**config.mk**
```make
export PLATFORM = sky130hd
export DESIGN_NAME = spi_master_shift_engine_unit
export DESIGN_NICKNAME = d
export VERILOG_FILES = /design/src/rtl/spi_mse_pkg.sv /design/src/rtl/spi_mse_cfg.sv /design/src/rtl/spi_mse_core.sv /design/src/rtl/spi_master_shift_engine_unit.sv
export SDC_FILE = /design/constraint.sdc
export NUM_CORES = 1
export LEC_CHECK = 0
export ABC_AREA = 1
export BUFFER_PORTS_ARGS = -buffer_cell sky130_fd_sc_hd__buf_2
export CORE_MARGIN = 3
export CORE_UTILIZATION = 35
export CTS_CLUSTER_DIAMETER = 150
export DETAILED_ROUTE_END_ITERATION = 16
export PLACE_DENSITY_LB_ADDON = 0.2
export SYNTH_ARGS = -nofsm -noshare
export SYNTH_HDL_FRONTEND = slang
export SYNTH_SLANG_ARGS = --single-unit
```
**constraint.sdc**
```tcl
create_clock -name i_clk -period 6.1 [get_ports i_clk]
set_input_delay 0.61 -clock i_clk [delete_from_list [all_inputs] [get_ports i_clk]]
set_output_delay 0.61 -clock i_clk [all_outputs]
set_load 0.01 [all_outputs]
```
**src/rtl/spi_mse_pkg.sv**
```systemverilog
// shared types and constants for the spi master shift engine
package spi_mse_pkg;

    localparam int MAX_WORD_BITS = 32;
    localparam int CFG_AW        = 5;
    localparam int CFG_DW        = 32;

    localparam logic [2:0] REG_HALF_PERIOD_DELAY = 3'd0;
    localparam logic [2:0] REG_WORD_BITS         = 3'd1;
    localparam logic [2:0] REG_LSB_FIRST         = 3'd2;
    localparam logic [2:0] REG_CLOCK_POLARITY    = 3'd3;
    localparam logic [2:0] REG_CLOCK_PHASE       = 3'd4;

    localparam logic [7:0] RST_HALF_PERIOD_DELAY = 8'd0;
    localparam logic [5:0] RST_WORD_BITS         = 6'd8;

    typedef enum logic [1:0] {
        PH_IDLE  = 2'd0,
        PH_QUIET = 2'd1,
        PH_LEAD  = 2'd2,
        PH_TRAIL = 2'd3
    } t_phase;

    typedef struct packed {
        logic        start_req;
        logic [31:0] tx_word;
        logic        miso_level;
    } t_in;

    typedef struct packed {
        logic        sclk_level;
        logic        mosi_level;
        logic        busy_res;
        logic        done_res;
        logic [31:0] rx_word;
    } t_out;

    typedef struct packed {
        logic [7:0] half_period_delay;
        logic [5:0] word_bits;
        logic       lsb_first;
        logic       clock_polarity;
        logic       clock_phase;
    } t_cfg;

endpackage

```
**src/rtl/spi_mse_cfg.sv**
```systemverilog
// configuration register file behind the apb-style port
module spi_mse_cfg (
    input  logic                               i_clk,
    input  logic                               i_rst_n,
    input  logic                               psel,
    input  logic                               penable,
    input  logic                               pwrite,
    input  logic [spi_mse_pkg::CFG_AW-1:0]     paddr,
    input  logic [spi_mse_pkg::CFG_DW-1:0]     pwdata,
    output logic [spi_mse_pkg::CFG_DW-1:0]     prdata,
    output logic                               pready,
    output spi_mse_pkg::t_cfg                  o_cfg
);

    spi_mse_pkg::t_cfg r_cfg;
    logic [2:0]        w_idx;
    logic              w_wr;

    assign w_idx  = paddr[4:2];
    assign w_wr   = psel && penable && pwrite;
    assign pready = 1'b1;
    assign o_cfg  = r_cfg;

    always_ff @(posedge i_clk) begin
        if (!i_rst_n) begin
            r_cfg.half_period_delay <= spi_mse_pkg::RST_HALF_PERIOD_DELAY;
            r_cfg.word_bits         <= spi_mse_pkg::RST_WORD_BITS;
            r_cfg.lsb_first         <= 1'b0;
            r_cfg.clock_polarity    <= 1'b0;
            r_cfg.clock_phase       <= 1'b0;
        end else if (w_wr) begin
            case (w_idx)
                spi_mse_pkg::REG_HALF_PERIOD_DELAY: r_cfg.half_period_delay <= pwdata[7:0];
                spi_mse_pkg::REG_WORD_BITS:         r_cfg.word_bits         <= pwdata[5:0];
                spi_mse_pkg::REG_LSB_FIRST:         r_cfg.lsb_first         <= pwdata[0];
                spi_mse_pkg::REG_CLOCK_POLARITY:    r_cfg.clock_polarity    <= pwdata[0];
                spi_mse_pkg::REG_CLOCK_PHASE:       r_cfg.clock_phase       <= pwdata[0];
                default: ;
            endcase
        end
    end

    always_comb begin
        case (w_idx)
            spi_mse_pkg::REG_HALF_PERIOD_DELAY: prdata = {24'd0, r_cfg.half_period_delay};
            spi_mse_pkg::REG_WORD_BITS:         prdata = {26'd0, r_cfg.word_bits};
            spi_mse_pkg::REG_LSB_FIRST:         prdata = {31'd0, r_cfg.lsb_first};
            spi_mse_pkg::REG_CLOCK_POLARITY:    prdata = {31'd0, r_cfg.clock_polarity};
            spi_mse_pkg::REG_CLOCK_PHASE:       prdata = {31'd0, r_cfg.clock_phase};
            default:                            prdata = '0;
        endcase
    end

endmodule

```
**src/rtl/spi_mse_core.sv**
```systemverilog
// spi shift state, phase sequencer and per-tick result logic
module spi_mse_core (
    input  logic              i_clk,
    input  logic              i_rst_n,
    input  logic              i_en,
    input  spi_mse_pkg::t_cfg i_cfg,
    input  spi_mse_pkg::t_in  i_item,
    output spi_mse_pkg::t_out o_res
);

    spi_mse_pkg::t_phase r_phase, n_phase;
    logic [31:0] r_tx, n_tx;
    logic [31:0] r_rx, n_rx;
    logic [5:0]  r_bit, n_bit;
    logic [7:0]  r_tick, n_tick;
    logic        r_sclk, n_sclk;
    logic        r_mosi, n_mosi;
    logic        w_done;
    logic [31:0] w_rx_out;
    logic [5:0]  w_n;
    logic        w_wait;
    logic [31:0] w_mask;
    logic [31:0] w_tx_load;

    function automatic logic [4:0] f_pos(input logic [5:0] j, input logic [5:0] n,
                                         input logic lsb);
        logic [5:0] p;
        p = lsb ? j : (n - 6'd1 - j);
        return p[4:0];
    endfunction

    function automatic logic f_tx_bit(input logic [31:0] data, input logic [5:0] j,
                                      input logic [5:0] n, input logic lsb);
        logic r;
        if (j >= n) r = 1'b1;
        else r = data[f_pos(j, n, lsb)];
        return r;
    endfunction

    always_comb begin
        w_n = i_cfg.word_bits;
        if (w_n == 6'd0) w_n = 6'd1;
        if (w_n > 6'(spi_mse_pkg::MAX_WORD_BITS)) w_n = 6'(spi_mse_pkg::MAX_WORD_BITS);
    end

    assign w_mask    = 32'hFFFF_FFFF >> (6'd32 - w_n);
    assign w_tx_load = i_item.tx_word & w_mask;
    assign w_wait    = (r_phase != spi_mse_pkg::PH_IDLE) && (r_tick < i_cfg.half_period_delay);

    // next phase
    always_comb begin
        n_phase = r_phase;
        if (r_phase == spi_mse_pkg::PH_IDLE) begin
            if (i_item.start_req) n_phase = spi_mse_pkg::PH_QUIET;
        end else if (!w_wait) begin
            case (r_phase)
                spi_mse_pkg::PH_QUIET: begin
                    n_phase = (r_bit == 6'd0) ? spi_mse_pkg::PH_LEAD : spi_mse_pkg::PH_IDLE;
                end
                spi_mse_pkg::PH_LEAD:  n_phase = spi_mse_pkg::PH_TRAIL;
                spi_mse_pkg::PH_TRAIL: begin
                    n_phase = (r_bit < w_n) ? spi_mse_pkg::PH_LEAD : spi_mse_pkg::PH_QUIET;
                end
                default: n_phase = spi_mse_pkg::PH_IDLE;
            endcase
        end
    end

    // shift datapath and pin levels
    always_comb begin
        n_tx     = r_tx;
        n_rx     = r_rx;
        n_bit    = r_bit;
        n_tick   = r_tick;
        n_sclk   = r_sclk;
        n_mosi   = r_mosi;
        w_done   = 1'b0;
        w_rx_out = '0;
        if (r_phase == spi_mse_pkg::PH_IDLE) begin
            if (i_item.start_req) begin
                n_tx   = w_tx_load;
                n_rx   = '0;
                n_bit  = '0;
                n_tick = '0;
                n_sclk = i_cfg.clock_polarity;
                if (!i_cfg.clock_phase) n_mosi = f_tx_bit(w_tx_load, 6'd0, w_n, i_cfg.lsb_first);
            end
        end else if (w_wait) begin
            n_tick = r_tick + 8'd1;
        end else begin
            n_tick = '0;
            case (r_phase)
                spi_mse_pkg::PH_LEAD: begin
                    n_sclk = i_cfg.clock_polarity;
                    if (!i_cfg.clock_phase) begin
                        n_mosi = f_tx_bit(r_tx, r_bit + 6'd1, w_n, i_cfg.lsb_first);
                    end else if (r_bit < w_n && i_item.miso_level) begin
                        n_rx = r_rx | (32'd1 << f_pos(r_bit, w_n, i_cfg.lsb_first));
                    end
                    n_bit = r_bit + 6'd1;
                end
                default: begin
                    if ((r_phase == spi_mse_pkg::PH_QUIET && r_bit == 6'd0) ||
                        (r_phase == spi_mse_pkg::PH_TRAIL && r_bit < w_n)) begin
                        // leading edge
                        n_sclk = ~i_cfg.clock_polarity;
                        if (i_cfg.clock_phase) begin
                            n_mosi = f_tx_bit(r_tx, r_bit, w_n, i_cfg.lsb_first);
                        end else if (r_bit < w_n && i_item.miso_level) begin
                            n_rx = r_rx | (32'd1 << f_pos(r_bit, w_n, i_cfg.lsb_first));
                        end
                    end else begin
                        n_sclk = i_cfg.clock_polarity;
                        n_mosi = 1'b1;
                        if (r_phase == spi_mse_pkg::PH_QUIET) begin
                            w_done   = 1'b1;
                            w_rx_out = r_rx;
                        end
                    end
                end
            endcase
        end
    end

    always_ff @(posedge i_clk) begin
        if (!i_rst_n) begin
            r_phase <= spi_mse_pkg::PH_IDLE;
            r_tx    <= '0;
            r_rx    <= '0;
            r_bit   <= '0;
            r_tick  <= '0;
            r_sclk  <= 1'b0;
            r_mosi  <= 1'b1;
        end else if (i_en) begin
            r_phase <= n_phase;
            r_tx    <= n_tx;
            r_rx    <= n_rx;
            r_bit   <= n_bit;
            r_tick  <= n_tick;
            r_sclk  <= n_sclk;
            r_mosi  <= n_mosi;
        end
    end

    assign o_res.sclk_level = n_sclk;
    assign o_res.mosi_level = n_mosi;
    assign o_res.busy_res   = (n_phase != spi_mse_pkg::PH_IDLE);
    assign o_res.done_res   = w_done;
    assign o_res.rx_word    = w_rx_out;

endmodule

```
**src/rtl/spi_master_shift_engine_unit.sv**
```systemverilog
// top level of the spi master shift engine: input register, core, result register
//
// channel | direction | handshake             | payload
// in      | input     | i_in_valid/o_in_stall  | i_in_data  (t_in)
// out     | output    | o_out_valid/i_out_stall| o_out_data (t_out)
// cfg     | input     | apb psel/penable       | paddr, pwdata, prdata
//
// one tick per transfer, one transfer accepted every cycle while the result is not stalled
// each transfer passes two registers: input register, then result register
// the tick logic in spi_mse_core sits between those two registers
// synchronous active-low reset returns the engine to idle with mosi high
// a stalled result holds the core; the input register takes one more transfer
module spi_master_shift_engine_unit (
    input  logic                           i_clk,
    input  logic                           i_rst_n,
    input  logic                           i_in_valid,
    output logic                           o_in_stall,
    input  spi_mse_pkg::t_in               i_in_data,
    output logic                           o_out_valid,
    input  logic                           i_out_stall,
    output spi_mse_pkg::t_out              o_out_data,
    input  logic                           psel,
    input  logic                           penable,
    input  logic                           pwrite,
    input  logic [spi_mse_pkg::CFG_AW-1:0] paddr,
    input  logic [spi_mse_pkg::CFG_DW-1:0] pwdata,
    output logic [spi_mse_pkg::CFG_DW-1:0] prdata,
    output logic                           pready
);

    spi_mse_pkg::t_cfg w_cfg;
    spi_mse_pkg::t_in  r_in_data;
    spi_mse_pkg::t_out w_res;
    spi_mse_pkg::t_out r_out_data;
    logic              r_in_valid;
    logic              r_out_valid;
    logic              w_in_acc;
    logic              w_adv;

    assign w_adv      = r_in_valid && (!r_out_valid || !i_out_stall);
    assign o_in_stall = r_in_valid && !w_adv;
    assign w_in_acc   = i_in_valid && !o_in_stall;

    spi_mse_cfg u_cfg (
        .i_clk   (i_clk),
        .i_rst_n (i_rst_n),
        .psel    (psel),
        .penable (penable),
        .pwrite  (pwrite),
        .paddr   (paddr),
        .pwdata  (pwdata),
        .prdata  (prdata),
        .pready  (pready),
        .o_cfg   (w_cfg)
    );

    spi_mse_core u_core (
        .i_clk   (i_clk),
        .i_rst_n (i_rst_n),
        .i_en    (w_adv),
        .i_cfg   (w_cfg),
        .i_item  (r_in_data),
        .o_res   (w_res)
    );

    always_ff @(posedge i_clk) begin
        if (!i_rst_n) begin
            r_in_valid <= 1'b0;
        end else if (w_in_acc) begin
            r_in_valid <= 1'b1;
        end else if (w_adv) begin
            r_in_valid <= 1'b0;
        end
    end

    always_ff @(posedge i_clk) begin
        if (w_in_acc) begin
            r_in_data <= i_in_data;
        end
    end

    always_ff @(posedge i_clk) begin
        if (!i_rst_n) begin
            r_out_valid <= 1'b0;
        end else if (w_adv) begin
            r_out_valid <= 1'b1;
        end else if (!i_out_stall) begin
            r_out_valid <= 1'b0;
        end
    end

    always_ff @(posedge i_clk) begin
        if (w_adv) begin
            r_out_data <= w_res;
        end
    end

    assign o_out_valid = r_out_valid;
    assign o_out_data  = r_out_data;

endmodule

```
; Word level (Yosys, flattened, before mapping)
; Index checks and enable logic that the tools add are counted.
; Widths: inputs -> output; s select.
[word_totals]
register_bits = 171
word_cells = 144
[op_classes]
mux = 54
add_sub_neg = 6
bitwise_logic = 4
n_reduce_logical = 35
eq_ne = 12
n_shift = 2
magnitude_cmp = 9
[ops]
columns = cell, n
row1 = $mux 32, 8
row2 = $pmux 8 s5, 1
row3 = $mux 6, 6
row4 = $and 32x32->32, 1
row5 = $or 32x32->32, 1
row6 = $shl 1x5->32 const A, 1
row7 = $shr 32x6->32 const A, 1
row8 = $mux 1, 24
row9 = $mux 8, 3
row10 = $lt 5x6->1 const B, 3
row11 = $bmux 1 s5, 3
row12 = $mux 5, 3
row13 = $ge 6x6->1, 2
row14 = $logic_not 6->1, 2
row15 = $reduce_and 2->1, 6
row16 = $mux 2, 5
row17 = $sub 5x5->5, 2
row18 = $logic_and 1x1->1, 9
row19 = $add 8x1->8 const B, 1
row20 = $lt 8x8->1, 1
row21 = $reduce_bool 2->1, 4
row22 = $add 6x1->6 const B, 1
row23 = $eq 3x2->1 const B, 2
row24 = $ge 1x6->1 const A, 1
row25 = other kinds (24), 31

; Longest topological paths before layout
[depth]
word_depth = 15
mapped_depth = 27
ltp_nobuf = 27

; By module
; From an unflattened synthesis, not the netlist that was laid out.
[unflattened]
cells_unflattened = 1139
area_unflattened_um2 = 9011.1
[modules_own_cells]
columns = module, cells_each, instances, area_each_um2
row1 = spi_mse_core, 882, 1, 5701.7
row2 = spi_master_shift_engine_unit, 83, 1, 2197.1
row3 = spi_mse_cfg, 174, 1, 1112.3

; Worst setup path after synthesis
; Ideal clock, no wire load.
[synth_path]
path_type = input port to flip-flop
start = input i_out_stall
end = register u_core.r_tick[6]
path_slack_ns = 2.808
required_time_ns = 5.979
arrival_ns = 3.170
setup_time_ns = 0.121
path_stages = 12
n_path_buf = 0
path_cell_list = nand2_1 inv_1 nor2_2 inv_1 a21oi_2 inv_1 nor3_1 inv_1 nor3_1 nand2_1 xor2_1 nor2_1
[synth_between]
elab_chain_cells = 4
[synth_lines]
columns = element, line_no
row1 = start: declaration, spi_master_shift_engine_unit.sv:20  ; input logic i_out_stall,
row2 = $logic_not 1->1, -
row3 = $logic_or 1x1->1, spi_master_shift_engine_unit.sv:40  ; assign w_adv = r_in_valid && (!r_out_valid || !i_out_stall);
row4 = $logic_and 1x1->1, spi_master_shift_engine_unit.sv:40
row5 = via u_core.i_en, spi_mse_core.sv:5  ; input logic i_en,
row6 = $reduce_and 2->1 (no line), -
row7 = end signal: assignment, spi_mse_core.sv:139  ; r_tick <= n_tick;
row8 = end: declaration, spi_mse_core.sv:15  ; logic [7:0] r_tick, n_tick;
; The timed path passes the listed nets, and every way through them passes these cells.
; A chain may end at the register's enable or synchronous reset.

; Worst setup path in the final report
[layout_path]
start = register u_cfg.r_cfg (netlist bit u_cfg.o_cfg[5])
end = register r_out_data (netlist bit o_out_data[34]), data pin
[layout_between]
elab_chain_cells = 15
elab_cells_between_ends = 36
cone_classes = add/sub (4) / order compare (5) / shift (1) / mux (22) / bitwise (1) / reduce/logical (3)
[layout_lines]
columns = element, line_no
row1 = start: declaration, spi_mse_cfg.sv:15  ; spi_mse_pkg::t_cfg r_cfg;
row2 = $logic_not 6->1, spi_mse_core.sv:42  ; if (w_n == 6'd0) w_n = 6'd1;
row3 = $mux 6 *, spi_mse_core.sv:42
row4 = $gt 6x6->1, spi_mse_core.sv:43  ; if (w_n > 6'(spi_mse_pkg::MAX_WORD_BITS)) w_n = 6'(spi_mse_pkg::MAX_WORD_BITS);
row5 = $mux 6 *, spi_mse_core.sv:43
row6 = $sub 5x1->5, spi_mse_core.sv:28  ; p = lsb ? j : (n - 6'd1 - j);
row7 = $sub 5x5->5, spi_mse_core.sv:28
row8 = $mux 5, spi_mse_core.sv:28
row9 = $bmux 1 s5, spi_mse_core.sv:36  ; else r = data[f_pos(j, n, lsb)];
row10 = $mux 1 (not written as such), spi_mse_core.sv:36
row11 = $mux 1, spi_mse_core.sv:35  ; if (j >= n) r = 1'b1;
row12 = $mux 1, spi_mse_core.sv:107  ; if (i_cfg.clock_phase) begin
row13 = $mux 1, spi_mse_core.sv:103  ; if ((r_phase == spi_mse_pkg::PH_QUIET && r_bit == 6'd0) ||
row14 = $mux 1, spi_mse_core.sv:92  ; case (r_phase)
row15 = $mux 1, spi_mse_core.sv:88  ; end else if (w_wait) begin
row16 = $mux 1 *, spi_mse_core.sv:79  ; if (r_phase == spi_mse_pkg::PH_IDLE) begin
row17 = via u_core.n_mosi, spi_mse_core.sv:17  ; logic r_mosi, n_mosi;
row18 = end signal: assignment, spi_master_shift_engine_unit.sv:94  ; r_out_data <= w_res;
row19 = end: declaration, spi_master_shift_engine_unit.sv:34  ; spi_mse_pkg::t_out r_out_data;
; Mark *: on every way through the listed nets, which the timed path passes. The rest lies on a longest branch. The select of a mux whose other input is x is not followed.

==> tab_implementation.tex <==
\begin{tabular}{lr}
\hline
Metric & Value \\
\hline
\multicolumn{2}{l}{\textbf{Status}} \\
\quad Run status & finished clean \\
\multicolumn{2}{l}{\textbf{STA}} \\
\quad Setup TNS after final layout & 0 ps \\
\quad Max-slew violation count & 0 \\
\quad Number of endpoints with negative hold slack in the final report & 0 \\
\quad Max-slew headroom & between 20\% and 30\% \\
\quad Worst slew pin tran & 1196 ps \\
\quad Final-report setup violation count & 0 \\
\quad Final critical-path required period & just over 4000 ps \\
\quad Share of the cycle needed by the critical path after routing & $\sim$66\% \\
\quad Max frequency & about 250 MHz \\
\quad Final Skew & 12.39 ps \\
\quad Setup repair after global routing missed its margin & no \\
\multicolumn{2}{l}{\textbf{Synth}} \\
\quad Mapped Area & 0.008736 mm² \\
\quad Mean Syn Cell Area & 8.015 µm² \\
\quad Synth top area share & 24.06\% \\
\quad Dominant cells by area after synthesis & edfxtp\_1, dfxtp\_1, nand2\_1 \\
\quad Synthesized netlist cell count & roughly 1.1k \\
\quad Library cells used by synthesis & 47 \\
\quad Dominant synthesized flop cell & dfxtp\_1 \\
\quad Most common cell in the netlist & nand2\_1 \\
\quad Yosys top cell by area & edfxtp\_1 \\
\quad EDFF count, synth & 70 \\
\quad Yosys warning count & 0 \\
\quad Post-synthesis register bit count & roughly 170 \\
\quad Async set-or-reset flop fraction in the synthesized netlist & 0\% \\
\quad Sequential cell area fraction in the yosys report & 47.21\% \\
\quad Leading cell types by count after synthesis & nand2\_1, inv\_1, dfxtp\_1 \\
\multicolumn{2}{l}{\textbf{Worst setup path}} \\
\quad FF-to-FF setup slack & around 2100 ps \\
\quad Critical path depth in cells & 24 \\
\quad Highest cell delay on the worst timing path & 430 ps \\
\quad Setup crit start & u\_cfg.o\_cfg[5] \\
\quad Critical Path Most Common Cell & nand2\_1 \\
\quad Element type at the critical path end & register \\
\quad Critical Path AT & approximately 4200 ps \\
\quad Reg2reg end & o\_out\_data[34] \\
\quad Dominant delay contributor by cell family on the critical path & simple AND/OR/NAND/NOR gates \\
\quad Data required, critical path & 6300 ps \\
\quad Critical path cell sequence & nor2\_1, nand3\_2, nand2\_2, nand2\_1, ha\_1, inv\_1, ha\_1, ha\_1, o21ai\_0, nand2\_1, nand2\_1, nand3\_1, nand2\_1, clkinv\_1, nand3\_1, nand2\_1, nand2\_1, nand3\_1, nand2\_1, nand2\_1, nand3\_1, nand2\_1, inv\_1, nand2\_2 \\
\quad Critical-path top delay cell & dfxtp\_1 \\
\quad Worst R2R Start & u\_cfg.o\_cfg[5] \\
\quad Setup crit end & o\_out\_data[34] \\
\quad Worst Reg2Reg Path Length in Cells & 24 \\
\quad Startpoint type of the worst setup path & register \\
\quad Class of the most critical setup path & register to register \\
\quad Biggest fanout along the worst timing path & 12 \\
\quad Count of buffering cells on the critical path with inverters included & 3 \\
\multicolumn{2}{l}{\textbf{Route}} \\
\quad Iteration-0 DRC count of the detailed router & approximately 490 \\
\quad Total wire length after detailed routing & roughly 23 mm \\
\quad DRT antenna net count & 0 \\
\quad Count of unresolved DRC violations after routing & 0 \\
\quad Number of search-and-repair iterations in the first detailed-routing pass & 5 \\
\quad Via count & 7,355 \\
\quad Average routed wire per standard cell & about 15 µm \\
\quad Post-detailed-route via-to-cell ratio & 4.861 \\
\multicolumn{2}{l}{\textbf{Final layout}} \\
\quad Fillers & 2,554 \\
\quad Share of final-layout standard cells stronger than drive strength 1 & approximately 14\% \\
\quad Post-Route Utilization & 41.04\% \\
\quad Area growth, synth to finish & 14.58\% \\
\quad Number of antenna diodes & 0 \\
\quad Post-route non-filler standard cell count & between 1.5k and 2k \\
\quad Total number of nets in the final design & about 1.3k \\
\multicolumn{2}{l}{\textbf{Global route}} \\
\quad Number of antenna violations at the first check in global routing & 0 \\
\quad Wire length of the first global-routing pass & $\sim$36 mm \\
\quad Total track usage & 17.00\% \\
\quad Vias in the first global route & a little under 7k \\
\quad Overall overflow remaining after global route & 0 \\
\quad Pin count of the biggest net entering global routing & around 40 \\
\multicolumn{2}{l}{\textbf{Power}} \\
\quad Peak supply drop & about 0.16 mV \\
\quad Standby leakage power & 4.035 nW \\
\quad Power density cells & 256.8 mW/mm² \\
\multicolumn{2}{l}{\textbf{Place}} \\
\quad Placer's final routability congestion estimate & $\sim$0.94 \\
\quad Estimated wirelength of the detail-placed design & roughly 17 mm \\
\quad Port buffer count & a little under 100 \\
\quad Cell Count Post-Placement & roughly 1.5k \\
\multicolumn{2}{l}{\textbf{Clock tree}} \\
\quad Clk Tree Root Cell & clkbuf\_16 \\
\quad Clock buffer count from CTS & 17 \\
\quad Maximum clock path buffer count & 2 \\
\quad Skew-Pair Late Insertion Delay & 440 ps \\
\quad Hold-fix buffers at CTS & 0 \\
\quad CTS tree & done \\
\quad CTS Sinks & between 150 and 200 \\
\quad H-tree Lvls & 4 \\
\quad Clock-pin slew of the registers on the worst-case setup and hold paths & $\sim$70 ps \\
\quad Setup repair bufs after CTS & 0 \\
\quad Number of gates resized after CTS & 0 \\
\multicolumn{2}{l}{\textbf{Hold path}} \\
\quad Min-delay worst type & input pin to register \\
\quad Hold path start & i\_in\_data[13] \\
\quad WHS Path Cells & 1 \\
\multicolumn{2}{l}{\textbf{Flow run}} \\
\quad Count of maximum capacitance violations & 0 \\
\multicolumn{2}{l}{\textbf{Die}} \\
\quad Area enclosed by the die boundary & around 0.027 mm² \\
\quad CORE AREA & 0.02439 mm² \\
\quad Std cell rows & 57 \\
\quad Die height & roughly 160 µm \\
\quad DIE WIDTH & 164.0 µm \\
\quad Top Ports & around 150 \\
\quad Starting utilization of the core area & $\sim$36\% \\
\hline
\end{tabular}
state kept, by name, indices dropped and copies added (netlist names):
name / flops
u_core.r_sclk: 1
u_core.r_tx: 32
u_core.r_bit: 6
u_core.r_mosi: 1
o_out_data: 36
u_core.r_tick: 8
o_out_valid: 1
r_in_valid: 1
u_cfg.o_cfg: 17
u_core.r_rx: 32
u_core.r_phase: 2
r_in_data: 34
cells by family (layout without fill, tap and decap cells):
kind of cell,Yosys count,count (layout),share of synthesized area [%]
xor gates and xnor gates,14,14,1.490
and+or+nand+nor,446,446,22.19
other,2,25,0.08597
adders and majority gates,34,34,5.042
buffers and inverters,212,288,10.60
DFF,171,171,47.21
AOI/OAI and AO/OA,211,211,13.39
through the flow:
step                setup slack [ps]  power (mW)  cell area [µm²]  hold WS, ps
floorplan                       2808       1.440             8822        436.2
global placement                2070       1.511             9415        446.1
detailed placement              2043       1.512             9415        451.4
CTS                             2035       2.593            10010        327.2
global route                    1687       2.685            10010        328.8
finish                          2059       2.570            10010        336.6
metal layers:
| metal | track usage, % | share of wire, % |
|---|---|---|
| met1 | 25.34 | 50 |
| met2 | 25.64 | 44 |
| met3 | 2.598 | 5.3 |
| met4 | 4.575 | 1.5 |
| met5 | 0 | 0 |
layout make-up:
type / count / area (µm²) / area share [%]
repair buffers: 104 / 538.0 / 5.375
flip-flops and latches: 171 / 4124 / 41.20
well taps: 324 / 405.4 / 4.050
clock inverters: 15 / 168.9 / 1.688
clock buffers: 17 / 425.4 / 4.250
multi-input cells: 730 / 3777 / 37.74
inverters: 152 / 570.5 / 5.700
placed cells by master, fill, tap and decap left out, types with 3 or more instances in the layout:
| master | netlist | layout |
|---|---|---|
| o21ai_0 | 58 | 57 |
| clkinv_8 | 0 | 4 |
| a21oi_1 | 94 | 94 |
| inv_1 | 147 | 147 |
| inv_2 | 4 | 4 |
| conb_1 | 2 | 25 |
| nand3b_1 | 3 | 3 |
| a22oi_1 | 5 | 5 |
| nor4_1 | 3 | 3 |
| nand4_1 | 18 | 18 |
| inv_8 | 0 | 4 |
| o211ai_1 | 6 | 6 |
| o21ai_2 | 3 | 3 |
| ha_1 | 32 | 32 |
| edfxtp_1 | 70 | 70 |
| inv_6 | 0 | 3 |
| o22ai_1 | 25 | 25 |
| nand3_1 | 90 | 90 |
| xnor2_1 | 4 | 4 |
| nand2_2 | 7 | 7 |
| xor2_1 | 9 | 9 |
| nor3_1 | 10 | 10 |
| o21ai_1 | 5 | 6 |
| nand2_1 | 215 | 215 |
| nor2_4 | 4 | 5 |
| buf_2 | 8 | 97 |
| nor2_1 | 88 | 88 |
| clkbuf_16 | 0 | 17 |
| buf_4 | 30 | 7 |
| dfxtp_1 | 101 | 101 |
where the power goes:
group | leakage [nW] | switching (mW) | internal (mW)
Clock | 0.283 | 0.532 | 0.550
Sequential | 1.50 | 0.0139 | 1.22
Combinational | 2.26 | 0.177 | 0.0750
Total | 4.04 | 0.724 | 1.85
worst min path at each step:
stage and to:
4_1_cts r_in_data[26], 5_1_grt r_in_data[10], 3_3_place_gp u_core.r_rx[25], 6_report r_in_data[13], 2_1_floorplan u_core.r_rx[0], 3_5_place_dp u_core.r_rx[18]
Note: power is estimated with default switching activity, not from simulation.
